$ cat src/rtl/bsfr_pkg.sv
`default_nettype none

package bsfr_pkg;

    // Fixed field widths
    localparam int BYTE_W    = 8;
    localparam int CNT_W     = 5;   // width of the length registers, holds up to 31
    localparam int CFG_W     = 64;
    localparam int CFG_IDX_W = 3;
    localparam int OUT_USR_W = 2;

    // Positions inside the result tuser
    localparam int USR_BYTE_VALID  = 0;
    localparam int USR_STRING_DONE = 1;

    typedef logic [BYTE_W-1:0] t_byte;

    // Configuration register indexes
    typedef enum logic [CFG_IDX_W-1:0] {
        CFG_PLEN   = 3'd0,
        CFG_RLEN   = 3'd1,
        CFG_PAT_LO = 3'd2,
        CFG_PAT_HI = 3'd3,
        CFG_REP_LO = 3'd4,
        CFG_REP_HI = 3'd5
    } t_cfg_idx;

    // Run request handed from the window stage to the emitter
    typedef struct packed {
        logic             load;    // a new run is present
        logic [CNT_W-1:0] len;     // number of results in the run
        logic             marker;  // run is a single empty end marker
        logic             eos;     // run closes the string
    } t_run_ctl;

endpackage

`default_nettype wire

$ cat src/rtl/bsfr_window.sv
`default_nettype none

module bsfr_window
    import bsfr_pkg::*;
#(
    parameter int PATTERN_MAX = 16,
    parameter int RUN_MAX     = 16
) (
    input  wire logic             i_clk,
    input  wire logic             i_rst_n,
    input  wire logic             i_valid,
    input  wire t_byte            i_byte,
    input  wire logic             i_eos,
    input  wire logic             i_run_free,
    input  wire logic [CNT_W-1:0] i_plen,
    input  wire logic [CNT_W-1:0] i_rlen,
    input  wire t_byte            i_pattern [PATTERN_MAX],
    input  wire t_byte            i_replace [RUN_MAX],
    output logic                  o_take,
    output t_run_ctl              o_run_ctl,
    output t_byte                 o_run_bytes [RUN_MAX]
);

    localparam int CW = $clog2(PATTERN_MAX + 1);

    t_byte          r_win [PATTERN_MAX];
    logic [CW-1:0]  r_cnt;

    t_byte          n_win [PATTERN_MAX];
    logic [CW-1:0]  n_cnt;

    t_byte            w_app [RUN_MAX];
    logic [CW-1:0]    w_cnt_app;
    logic [CNT_W-1:0] w_cnt_x;
    logic             w_hit;
    logic             w_step_out;
    logic [CNT_W-1:0] w_len;
    logic             w_marker;

    assign o_take = i_valid && i_run_free;

    // Append the incoming byte and test the full window against the pattern
    always_comb begin
        w_app = '{default: '0};
        for (int i = 0; i < PATTERN_MAX; i++) begin
            w_app[i] = (CW'(i) == r_cnt) ? i_byte : r_win[i];
        end
        w_cnt_app = (r_cnt < CW'(PATTERN_MAX)) ? r_cnt + CW'(1) : r_cnt;
        w_cnt_x   = CNT_W'(w_cnt_app);

        w_hit = (w_cnt_x == i_plen);
        for (int i = 0; i < PATTERN_MAX; i++) begin
            if (CNT_W'(i) < i_plen && w_app[i] != i_pattern[i]) begin
                w_hit = 1'b0;
            end
        end
        w_step_out = !w_hit && (w_cnt_x >= i_plen);

        // Size the run: replacement, whole window on end of string, oldest byte, or an empty end marker
        if (w_hit) begin
            w_len = i_rlen;
        end else if (i_eos) begin
            w_len = w_cnt_x;
        end else if (w_step_out) begin
            w_len = CNT_W'(1);
        end else begin
            w_len = '0;
        end
        w_marker = i_eos && (w_len == '0);
        if (w_marker) begin
            w_len = CNT_W'(1);
        end
    end

    // Select the run bytes
    always_comb begin
        for (int i = 0; i < RUN_MAX; i++) begin
            o_run_bytes[i] = w_hit ? i_replace[i] : w_app[i];
        end
        o_run_ctl.load   = o_take && (w_len != '0);
        o_run_ctl.len    = w_len;
        o_run_ctl.marker = w_marker;
        o_run_ctl.eos    = i_eos;
    end

    // Next window: clear on hit or end of string, drop oldest on step out
    always_comb begin
        for (int i = 0; i < PATTERN_MAX; i++) begin
            n_win[i] = w_app[i];
        end
        n_cnt = w_cnt_app;
        if (w_hit || i_eos) begin
            n_cnt = '0;
        end else if (w_step_out) begin
            for (int i = 0; i < PATTERN_MAX - 1; i++) begin
                n_win[i] = w_app[i + 1];
            end
            n_cnt = w_cnt_app - CW'(1);
        end
    end

    always_ff @(posedge i_clk) begin
        if (!i_rst_n) begin
            r_cnt <= '0;
        end else if (o_take) begin
            r_cnt <= n_cnt;
            r_win <= n_win;
        end
    end

endmodule

`default_nettype wire

$ cat src/rtl/bsfr_emit.sv
`default_nettype none

module bsfr_emit
    import bsfr_pkg::*;
#(
    parameter int RUN_MAX = 16
) (
    input  wire logic     i_clk,
    input  wire logic     i_rst_n,
    input  wire t_run_ctl i_run_ctl,
    input  wire t_byte    i_run_bytes [RUN_MAX],
    output logic          o_run_free,
    input  wire logic     i_tready,
    output logic          o_tvalid,
    output t_byte         o_tdata,
    output logic          o_tlast,
    output logic [OUT_USR_W-1:0] o_tuser
);

    t_byte            r_buf [RUN_MAX];
    logic [CNT_W-1:0] r_len;
    logic             r_marker;
    logic             r_eos;

    logic             r_out_valid;
    t_byte            r_out_byte;
    logic             r_out_bvalid;
    logic             r_out_last;
    logic             r_out_done;

    logic             w_pop;

    // Move the head of the run into the output register when it is free
    assign w_pop      = (r_len != '0) && (!r_out_valid || i_tready);
    assign o_run_free = (r_len == '0) || (r_len == CNT_W'(1) && w_pop);

    always_ff @(posedge i_clk) begin
        if (!i_rst_n) begin
            r_len       <= '0;
            r_out_valid <= 1'b0;
        end else begin
            // Output register
            if (w_pop) begin
                r_out_valid  <= 1'b1;
                r_out_byte   <= r_marker ? '0 : r_buf[0];
                r_out_bvalid <= !r_marker;
                r_out_last   <= (r_len == CNT_W'(1));
                r_out_done   <= (r_len == CNT_W'(1)) && r_eos;
            end else if (i_tready) begin
                r_out_valid <= 1'b0;
            end

            // Run buffer: load a new run or advance by one
            if (i_run_ctl.load) begin
                r_buf    <= i_run_bytes;
                r_len    <= i_run_ctl.len;
                r_marker <= i_run_ctl.marker;
                r_eos    <= i_run_ctl.eos;
            end else if (w_pop) begin
                for (int i = 0; i < RUN_MAX - 1; i++) begin
                    r_buf[i] <= r_buf[i + 1];
                end
                r_len <= r_len - CNT_W'(1);
            end
        end
    end

    assign o_tvalid = r_out_valid;
    assign o_tdata  = r_out_byte;
    assign o_tlast  = r_out_last;
    always_comb begin
        o_tuser                  = '0;
        o_tuser[USR_BYTE_VALID]  = r_out_bvalid;
        o_tuser[USR_STRING_DONE] = r_out_done;
    end

endmodule

`default_nettype wire

$ cat src/rtl/byte_stream_find_replace_top.sv
// Path: an accepted byte passes the input register, the run buffer and the output register.
// Throughput: one byte per cycle while each byte yields at most one result and the output is
//   ready; a byte that yields a run of several results (replacement or end-of-string flush)
//   holds the input while the run buffer drains it, one result per cycle while the output accepts.
// Reset: synchronous, active low; clears the window, run buffer, valid flags and
//   restores every configuration register to its default.
`default_nettype none

module byte_stream_find_replace_top
    import bsfr_pkg::*;
#(
    parameter int PATTERN_MAX     = 16,
    parameter int REPLACEMENT_MAX = 16
) (
    input  wire logic                 i_clk,
    input  wire logic                 i_rst_n,
    // configuration write port
    input  wire logic                 i_cfg_wr_en,
    input  wire logic [CFG_IDX_W-1:0] i_cfg_addr,
    input  wire logic [CFG_W-1:0]     i_cfg_wdata,
    // input stream
    input  wire logic                 s_axis_tvalid,
    output logic                      s_axis_tready,
    input  wire logic [7:0]           s_axis_tdata,   // [7:0] in_byte
    input  wire logic                 s_axis_tlast,   // end_of_string
    // result stream
    output logic                      m_axis_tvalid,
    input  wire logic                 m_axis_tready,
    output logic [7:0]                m_axis_tdata,   // [7:0] out_byte
    output logic                      m_axis_tlast,   // run_last
    output logic [OUT_USR_W-1:0]      m_axis_tuser    // [0] byte_valid, [1] string_done
);

    localparam int RUN_MAX = (PATTERN_MAX > REPLACEMENT_MAX) ? PATTERN_MAX :
                             ((REPLACEMENT_MAX > 0) ? REPLACEMENT_MAX : 1);

    // Configuration registers
    logic [CNT_W-1:0]   r_plen_cfg;
    logic [CNT_W-1:0]   r_rlen_cfg;
    logic [2*CFG_W-1:0] r_pat;
    logic [2*CFG_W-1:0] r_rep;

    // Input register
    logic  r_in_valid;
    t_byte r_in_byte;
    logic  r_in_eos;

    logic             w_take;
    logic             w_run_free;
    logic [CNT_W-1:0] w_plen;
    logic [CNT_W-1:0] w_rlen;
    t_byte            w_pattern [PATTERN_MAX];
    t_byte            w_replace [RUN_MAX];
    t_run_ctl         w_run_ctl;
    t_byte            w_run_bytes [RUN_MAX];

    // Decode configuration writes; unknown indexes are dropped
    always_ff @(posedge i_clk) begin
        if (!i_rst_n) begin
            r_plen_cfg <= CNT_W'(1);
            r_rlen_cfg <= '0;
            r_pat      <= '0;
            r_rep      <= '0;
        end else if (i_cfg_wr_en) begin
            unique case (i_cfg_addr)
                CFG_PLEN:   r_plen_cfg           <= i_cfg_wdata[CNT_W-1:0];
                CFG_RLEN:   r_rlen_cfg           <= i_cfg_wdata[CNT_W-1:0];
                CFG_PAT_LO: r_pat[CFG_W-1:0]     <= i_cfg_wdata;
                CFG_PAT_HI: r_pat[2*CFG_W-1:CFG_W] <= i_cfg_wdata;
                CFG_REP_LO: r_rep[CFG_W-1:0]     <= i_cfg_wdata;
                CFG_REP_HI: r_rep[2*CFG_W-1:CFG_W] <= i_cfg_wdata;
                default: ;
            endcase
        end
    end

    // Clamp lengths to the supported range
    always_comb begin
        if (r_plen_cfg == '0) begin
            w_plen = CNT_W'(1);
        end else if (r_plen_cfg > CNT_W'(PATTERN_MAX)) begin
            w_plen = CNT_W'(PATTERN_MAX);
        end else begin
            w_plen = r_plen_cfg;
        end
        w_rlen = (r_rlen_cfg > CNT_W'(REPLACEMENT_MAX)) ? CNT_W'(REPLACEMENT_MAX) : r_rlen_cfg;
    end

    // Unpack pattern and replacement bytes
    always_comb begin
        for (int i = 0; i < PATTERN_MAX; i++) begin
            w_pattern[i] = r_pat[i*BYTE_W +: BYTE_W];
        end
        for (int i = 0; i < RUN_MAX; i++) begin
            w_replace[i] = r_rep[i*BYTE_W +: BYTE_W];
        end
    end

    // Hold the request until the window stage takes it
    assign s_axis_tready = !r_in_valid || w_take;

    always_ff @(posedge i_clk) begin
        if (!i_rst_n) begin
            r_in_valid <= 1'b0;
        end else if (s_axis_tvalid && s_axis_tready) begin
            r_in_valid <= 1'b1;
            r_in_byte  <= s_axis_tdata;
            r_in_eos   <= s_axis_tlast;
        end else if (w_take) begin
            r_in_valid <= 1'b0;
        end
    end

    bsfr_window #(
        .PATTERN_MAX (PATTERN_MAX),
        .RUN_MAX     (RUN_MAX)
    ) u_window (
        .i_clk       (i_clk),
        .i_rst_n     (i_rst_n),
        .i_valid     (r_in_valid),
        .i_byte      (r_in_byte),
        .i_eos       (r_in_eos),
        .i_run_free  (w_run_free),
        .i_plen      (w_plen),
        .i_rlen      (w_rlen),
        .i_pattern   (w_pattern),
        .i_replace   (w_replace),
        .o_take      (w_take),
        .o_run_ctl   (w_run_ctl),
        .o_run_bytes (w_run_bytes)
    );

    bsfr_emit #(
        .RUN_MAX (RUN_MAX)
    ) u_emit (
        .i_clk       (i_clk),
        .i_rst_n     (i_rst_n),
        .i_run_ctl   (w_run_ctl),
        .i_run_bytes (w_run_bytes),
        .o_run_free  (w_run_free),
        .i_tready    (m_axis_tready),
        .o_tvalid    (m_axis_tvalid),
        .o_tdata     (m_axis_tdata),
        .o_tlast     (m_axis_tlast),
        .o_tuser     (m_axis_tuser)
    );

    // End of string always closes the run of its item
    a_done_is_last: assert property (@(posedge i_clk) disable iff (!i_rst_n)
        m_axis_tvalid && m_axis_tuser[USR_STRING_DONE] |-> m_axis_tlast)
        else $error("string_done without run_last");

    // An empty marker carries a zero byte and ends the string
    a_marker_form: assert property (@(posedge i_clk) disable iff (!i_rst_n)
        m_axis_tvalid && !m_axis_tuser[USR_BYTE_VALID] |->
            m_axis_tdata == '0 && m_axis_tuser[USR_STRING_DONE] && m_axis_tlast)
        else $error("malformed end marker");

    // A pending input byte is kept until the window stage takes it
    a_in_hold: assert property (@(posedge i_clk) disable iff (!i_rst_n)
        r_in_valid && !w_take |=> r_in_valid && $stable(r_in_byte) && $stable(r_in_eos))
        else $error("input register lost a pending byte");

endmodule

`default_nettype wire

$ cat config.mk
export PLATFORM = sky130hd
export DESIGN_NAME = byte_stream_find_replace_top
export DESIGN_NICKNAME = d
export VERILOG_FILES = /design/src/rtl/bsfr_pkg.sv /design/src/rtl/bsfr_window.sv /design/src/rtl/bsfr_emit.sv /design/src/rtl/byte_stream_find_replace_top.sv
export SDC_FILE = /design/constraint.sdc
export NUM_CORES = 1
export LEC_CHECK = 0
export BUFFER_PORTS_ARGS = -buffer_cell sky130_fd_sc_hd__buf_2
export CORE_AREA = 2 2 224 226
export DETAILED_ROUTE_END_ITERATION = 12
export DIE_AREA = 0 0 226 228
export PLACE_DENSITY = 0.75
export SYNTH_ARGS = -nofsm -noshare
export SYNTH_HDL_FRONTEND = slang
export SYNTH_SLANG_ARGS = --single-unit
$ cat constraint.sdc
create_clock -name i_clk -period 9.2 [get_ports i_clk]
set_clock_uncertainty 0.1 [all_clocks]
set_input_delay 2.76 -clock i_clk [delete_from_list [all_inputs] [get_ports i_clk]]
set_output_delay 2.76 -clock i_clk [all_outputs]
set_load 0.1 [all_outputs]
# Word level (Yosys, flattened, before mapping)
# Cells that the tools add are included.
# classes
n_shift	0
n_eq_ne	38
addsub	3
n_mux	68
n_lt_le_gt_ge	20
div_mod_pow	0
mul	0
n_reduce_logical	53
bitwise_logic	0
# op_table
operator	count
120-bit two-way mux	4
8-bit two-way mux	32
8-bit inequality test	16
5-bit two-way mux	11
4-bit by 5-bit == test with 1-bit output, first input constant	8
4-bit by 5-bit < comparator with 1-bit output, first input constant	8
1-bit logical AND	24
2-bit AND reduction	11
1-bit two-way mux	21
3-bit by 5-bit == test with 1-bit output, first input constant	4
5-bit zero test	4
3-bit by 5-bit < comparator with 1-bit output, first input constant	4
2-bit by 5-bit == test with 1-bit output, first input constant	2
5-bit greater-than comparator, second input constant	2
1-bit by 5-bit < comparator with 1-bit output, first input constant	2
2-bit by 5-bit < comparator with 1-bit output, first input constant	2
5-bit nonzero test	2
5-bit by 1-bit subtractor with 5-bit output, second input constant	2
3-bit by 2-bit == test with 1-bit output, second input constant	2
3-bit == test, second input constant	2
2-bit nonzero test	3
5-bit by 1-bit adder with 5-bit output, second input constant	1
1-bit by 5-bit == test with 1-bit output, first input constant	1
5-bit by 1-bit == test with 1-bit output, second input constant	1
other kinds (7)	13
# totals
ram_bits	0
wordCells	232
register_bits	556
latchBits	0
mem_bits_ro	0
mem_count	0

# Longest topological paths before layout
# depth
ltp_word	33
mapped_depth	19
ltp_nobuf	15

# Cells and area by module
# Synthesis repeated with hierarchy kept, for this count alone.
# unflattened
hier_cells	3155
area_unflattened_um2	30508.0
# by_module_without_submodules
mod	instances	cells_each	area_each_um2
bsfr_window	1	1858	14377.5
byte_stream_find_replace_top	1	962	10014.6
bsfr_emit	1	335	6115.9

# Least setup slack after synthesis
# OpenSTA, ideal clock, no wires.
# synth_timing
path_kind	input port to flip-flop
start	input i_rst_n
end	register u_window.r_win[0] (netlist bit), enable pin
stages	5
t_arrival_ns	8.749
setup_time_ns	0.617
path_buffers	3
path_slack_ns	-0.266
cell_sequence	inv_1 -> clkbuf_1 -> clkbuf_1 -> clkbuf_1 -> nor2_1
# synth_via
elab_chain_len	1
# synth_lines
item	line_no	source
start, declared	byte_stream_find_replace_top.sv:16	input wire logic i_rst_n,
2-bit AND reduction (no source line)	n/a	
end signal, assigned	bsfr_window.sv:107	r_win <= n_win;
end, declared	bsfr_window.sv:26	t_byte r_win [PATTERN_MAX];
# No other way between the ends.
# A chain may end at the register's enable or synchronous reset.

# Worst setup path in the final report
# layout_timing
start	input m_axis_tready
end	output s_axis_tready
# layout_via
elab_chain_len	6
# layout_lines
item	line_no	source
start, declared	byte_stream_find_replace_top.sv:28	input wire logic m_axis_tready,
1-bit logical OR	bsfr_emit.sv:34	assign w_pop = (r_len != '0) && (!r_out_valid || i_tready);
1-bit logical AND	bsfr_emit.sv:34	
1-bit logical AND	bsfr_emit.sv:35	assign o_run_free = (r_len == '0) || (r_len == CNT_W'(1) && w_pop);
1-bit logical OR	bsfr_emit.sv:35	
1-bit logical AND	bsfr_window.sv:40	assign o_take = i_valid && i_run_free;
1-bit logical OR	byte_stream_find_replace_top.sv:100	assign s_axis_tready = !r_in_valid || w_take;
end, declared	byte_stream_find_replace_top.sv:23	output logic s_axis_tready,
# No other way between the ends.

==> flow_metrics.py <==
metrics = {
    "placement": {
        "gp_congestion": 0.946,
        "io_buffers": 93,
        "hpwl_mm": 59.1,
        "dpl-instance-area_mm2": 0.0286,
    },
    "pwr": {
        "peakVddDrop_mv": 0.175,
        "p_leak_nw": 11.1,
        "p_per_area_mw_per_mm2": 244,
    },
    "sta": {
        "setup_viol": 0,
        "worstMarginPinSlew_ps": 1230,
        "period_share_pct": 73.0,
        "slew_headroom_pct": 17.7,
        "report.final.slew_viol_count": 0,
        "finalSetupTns_ps": 0,
        "min_period_ps": 6710,
        "finalHoldViolations": 0,
        "rsz0062_at_grt": "no",
        "fmax_ghz": 0.149,
    },
    "global_routing": {
        "overflow": 0,
        "grt_max_degree": 121,
        "grt_pass1_vias": 21800,
        "grt_use_total_pct": 35.0,
        "antenna_found_initial": 1,
        "grt_pass1_wl_mm": 136,
    },
    "final_layout": {
        "final_cell_mix": "nand2_1 (557), a21oi_1 (452), edfxtp_1 (278), dfxtp_1 (278), mux2i_1 (216)",
        "layout-drive-gt1-share_pct": 13.2,
        "num-nets-final": 2963,
        "syn_to_final_growth_pct": 10.3,
        "final_area_mm2": 0.0305,
        "final_common_cell": "nand2_1",
        "antenna_cells": 0,
    },
    "critical_path": {
        "cp.required_ps": 6340,
        "crit_type": "input port to output pin",
        "cp.arrival_ps": 3850,
        "startpoint": "m_axis_tready",
        "r2r-start": "u_window.r_cnt[0]",
        "cp_max_fo": 4,
        "end_kind": "output pin",
        "setup.worst_path.start_class": "input port",
    },
    "cts": {
        "post_cts_buffers": 0,
        "cts_buffer_depth": 3,
        "numCtsBuffers": 58,
        "htreeDepth": 2,
        "hold_buffers": 0,
        "cts.sinks": 556,
        "clk_latency_ps": 640,
        "cts_tree": "done",
        "root_buffer": "clkbuf_16",
        "cts_resized": 0,
        "clk_pin_slew_worst_paths_ps": 60,
    },
    "logic_synthesis": {
        "synthFlopType": "edfxtp_1",
        "syn-num-nets": 2976,
        "synthArstFlopShare_pct": 0,
        "ys_seq_area_share_pct": 50.2,
        "ys_warn_count": 0,
        "yosys_register_bits": 556,
        "synth_edf_count": 278,
        "synth.cell_area_mm2": 0.0277,
        "synth_area_per_cell_um2": 9.61,
        "ys_types": 77,
        "syn_inst": 2883,
    },
    "die": {
        "die_x_um": 226,
        "ios": 94,
        "fp-row-count": 82,
        "fp.coreArea_mm2": 0.0493,
        "dieArea_mm2": 0.0515,
        "die_y_um": 228,
        "start_util_pct": 56.1,
    },
    "route": {
        "post_drt_via_cell_ratio": 6.44,
        "drt_iter0_drc": 3451,
        "routed_wl_mm": 92.1,
        "final_antenna_net_count": 0,
        "post_drt_wl_per_cell_um": 25.6,
        "firstDrtPassIters": 6,
        "vias": 23100,
        "route.detailed.drc": 0,
    },
    "hold_path": {
        "hold_start": "r_rep[32]",
        "hold_path_class": "flop to flop",
    },
    "job": {
        "maxCapViolCount": 0,
    },
    "run_status": {
        "status": "completed",
    },
}
==> stage by stage <==
step	hold slack [ps]	std cells	worst slack [ps]	util, %	total power [W]
2_1_floorplan	336	2883	1760	-	0.00457
3_3_place_gp	343	3482	2470	57.9	0.00500
3_5_place_dp	347	3482	2490	57.9	0.00505
4_1_cts	355	3592	2490	61.9	0.00744
5_1_grt	370	3592	2410	61.9	0.00766
6_report	355	3592	2490	61.9	0.00746
==> metal layers <==
metal | track usage [%] | part of all wire, %
met3 | 6.68 | 11
met4 | 15.7 | 5.2
met2 | 55.4 | 46
met5 | 0 | 0
met1 | 46.7 | 38
==> sequential cells by signal (all words and copies together), names as in the netlist, 8 cells and up <==
name / flops
r_pat: 128
u_window.r_win: 128
u_emit.o_tdata: 8
u_emit.r_buf: 128
r_rep: 128
r_in_byte: 8
==> cell type report <==
cell class | count | area [µm²]
clock buffer | 87 | 1780
clock inverter | 23 | 193
fill | 4026 | 18800
inverter | 105 | 402
multi-input combinational | 2009 | 12600
sequential | 556 | 13900
tap | 672 | 841
timing repair buffer | 140 | 831
==> worst max-delay path: stages <==
cell      delay (ps)
buf_2             70
nand2b_1         150
a21oi_1           80
nor2b_1          180
nand2b_1         160
buf_2            440
==> synthesized netlist by cell type (5+ instances only) <==
cell       number  area, µm²
a2111oi_0       8       70.1
a211oi_1        8       60.1
a21oi_1       452       2260
a221oi_1       11       96.3
a222oi_1       17        170
a22o_1          5       43.8
a22oi_1         9       67.6
a31oi_1         7       43.8
and2_1         12       75.1
and3_1          7       43.8
buf_1           5       18.8
buf_2          39        195
buf_6           9        101
clkbuf_1      157        589
dfxtp_1       278       5570
edfxtp_1      278       8350
ha_1           12        150
inv_1         104        390
mux2_2         54        608
mux2_4         67       1010
mux2i_1       216       2160
nand2_1       558       2090
nand2b_1       23        144
nand3_1        29        145
nand4_1        10       62.6
nor2_1        110        413
nor2b_1        27        169
nor3_1        137        686
nor4_1          5       31.3
nor4bb_1        5       50.1
o2111ai_1      11       96.3
o211ai_1        9       67.6
o21ai_0        18       90.1
o221ai_1        8       70.1
o22ai_1        40        250
or3_1           8       50.1
or4_1           8       60.1
xnor2_1        32        280
xor2_1         23        201
==> final timing paths <==
kind / endpoint / slack [ps] / cells after the start
worst min-delay path: r_rep[32] / 360 / 2
worst min register to register: r_rep[32] / 360 / 2
worst max register to register: u_emit.r_buf[53] / 2750 / 15
worst max-delay path: s_axis_tready / 2490 / 6
==> power by group <==
group / total, W / switching (W) / internal, W
combinational: 0.00170 / 0.00106 / 0.000641
clock: 0.00241 / 0.00102 / 0.00139
sequential: 0.00334 / 0.000195 / 0.00315
total: 0.00746 / 0.00228 / 0.00518
==> kinds of logic after synthesis <==
kind of cell,share of synthesized area [%]
flip-flops,50.2
multiplexers,13.7
XOR/XNOR,1.74
adder cells (fa/ha/maj),0.542
buffers and inverters,4.77
AO/OA/AOI/OAI,13.4
AND/OR/NAND/NOR,15.6
No activity file was read; power rests on OpenSTA's default activity.
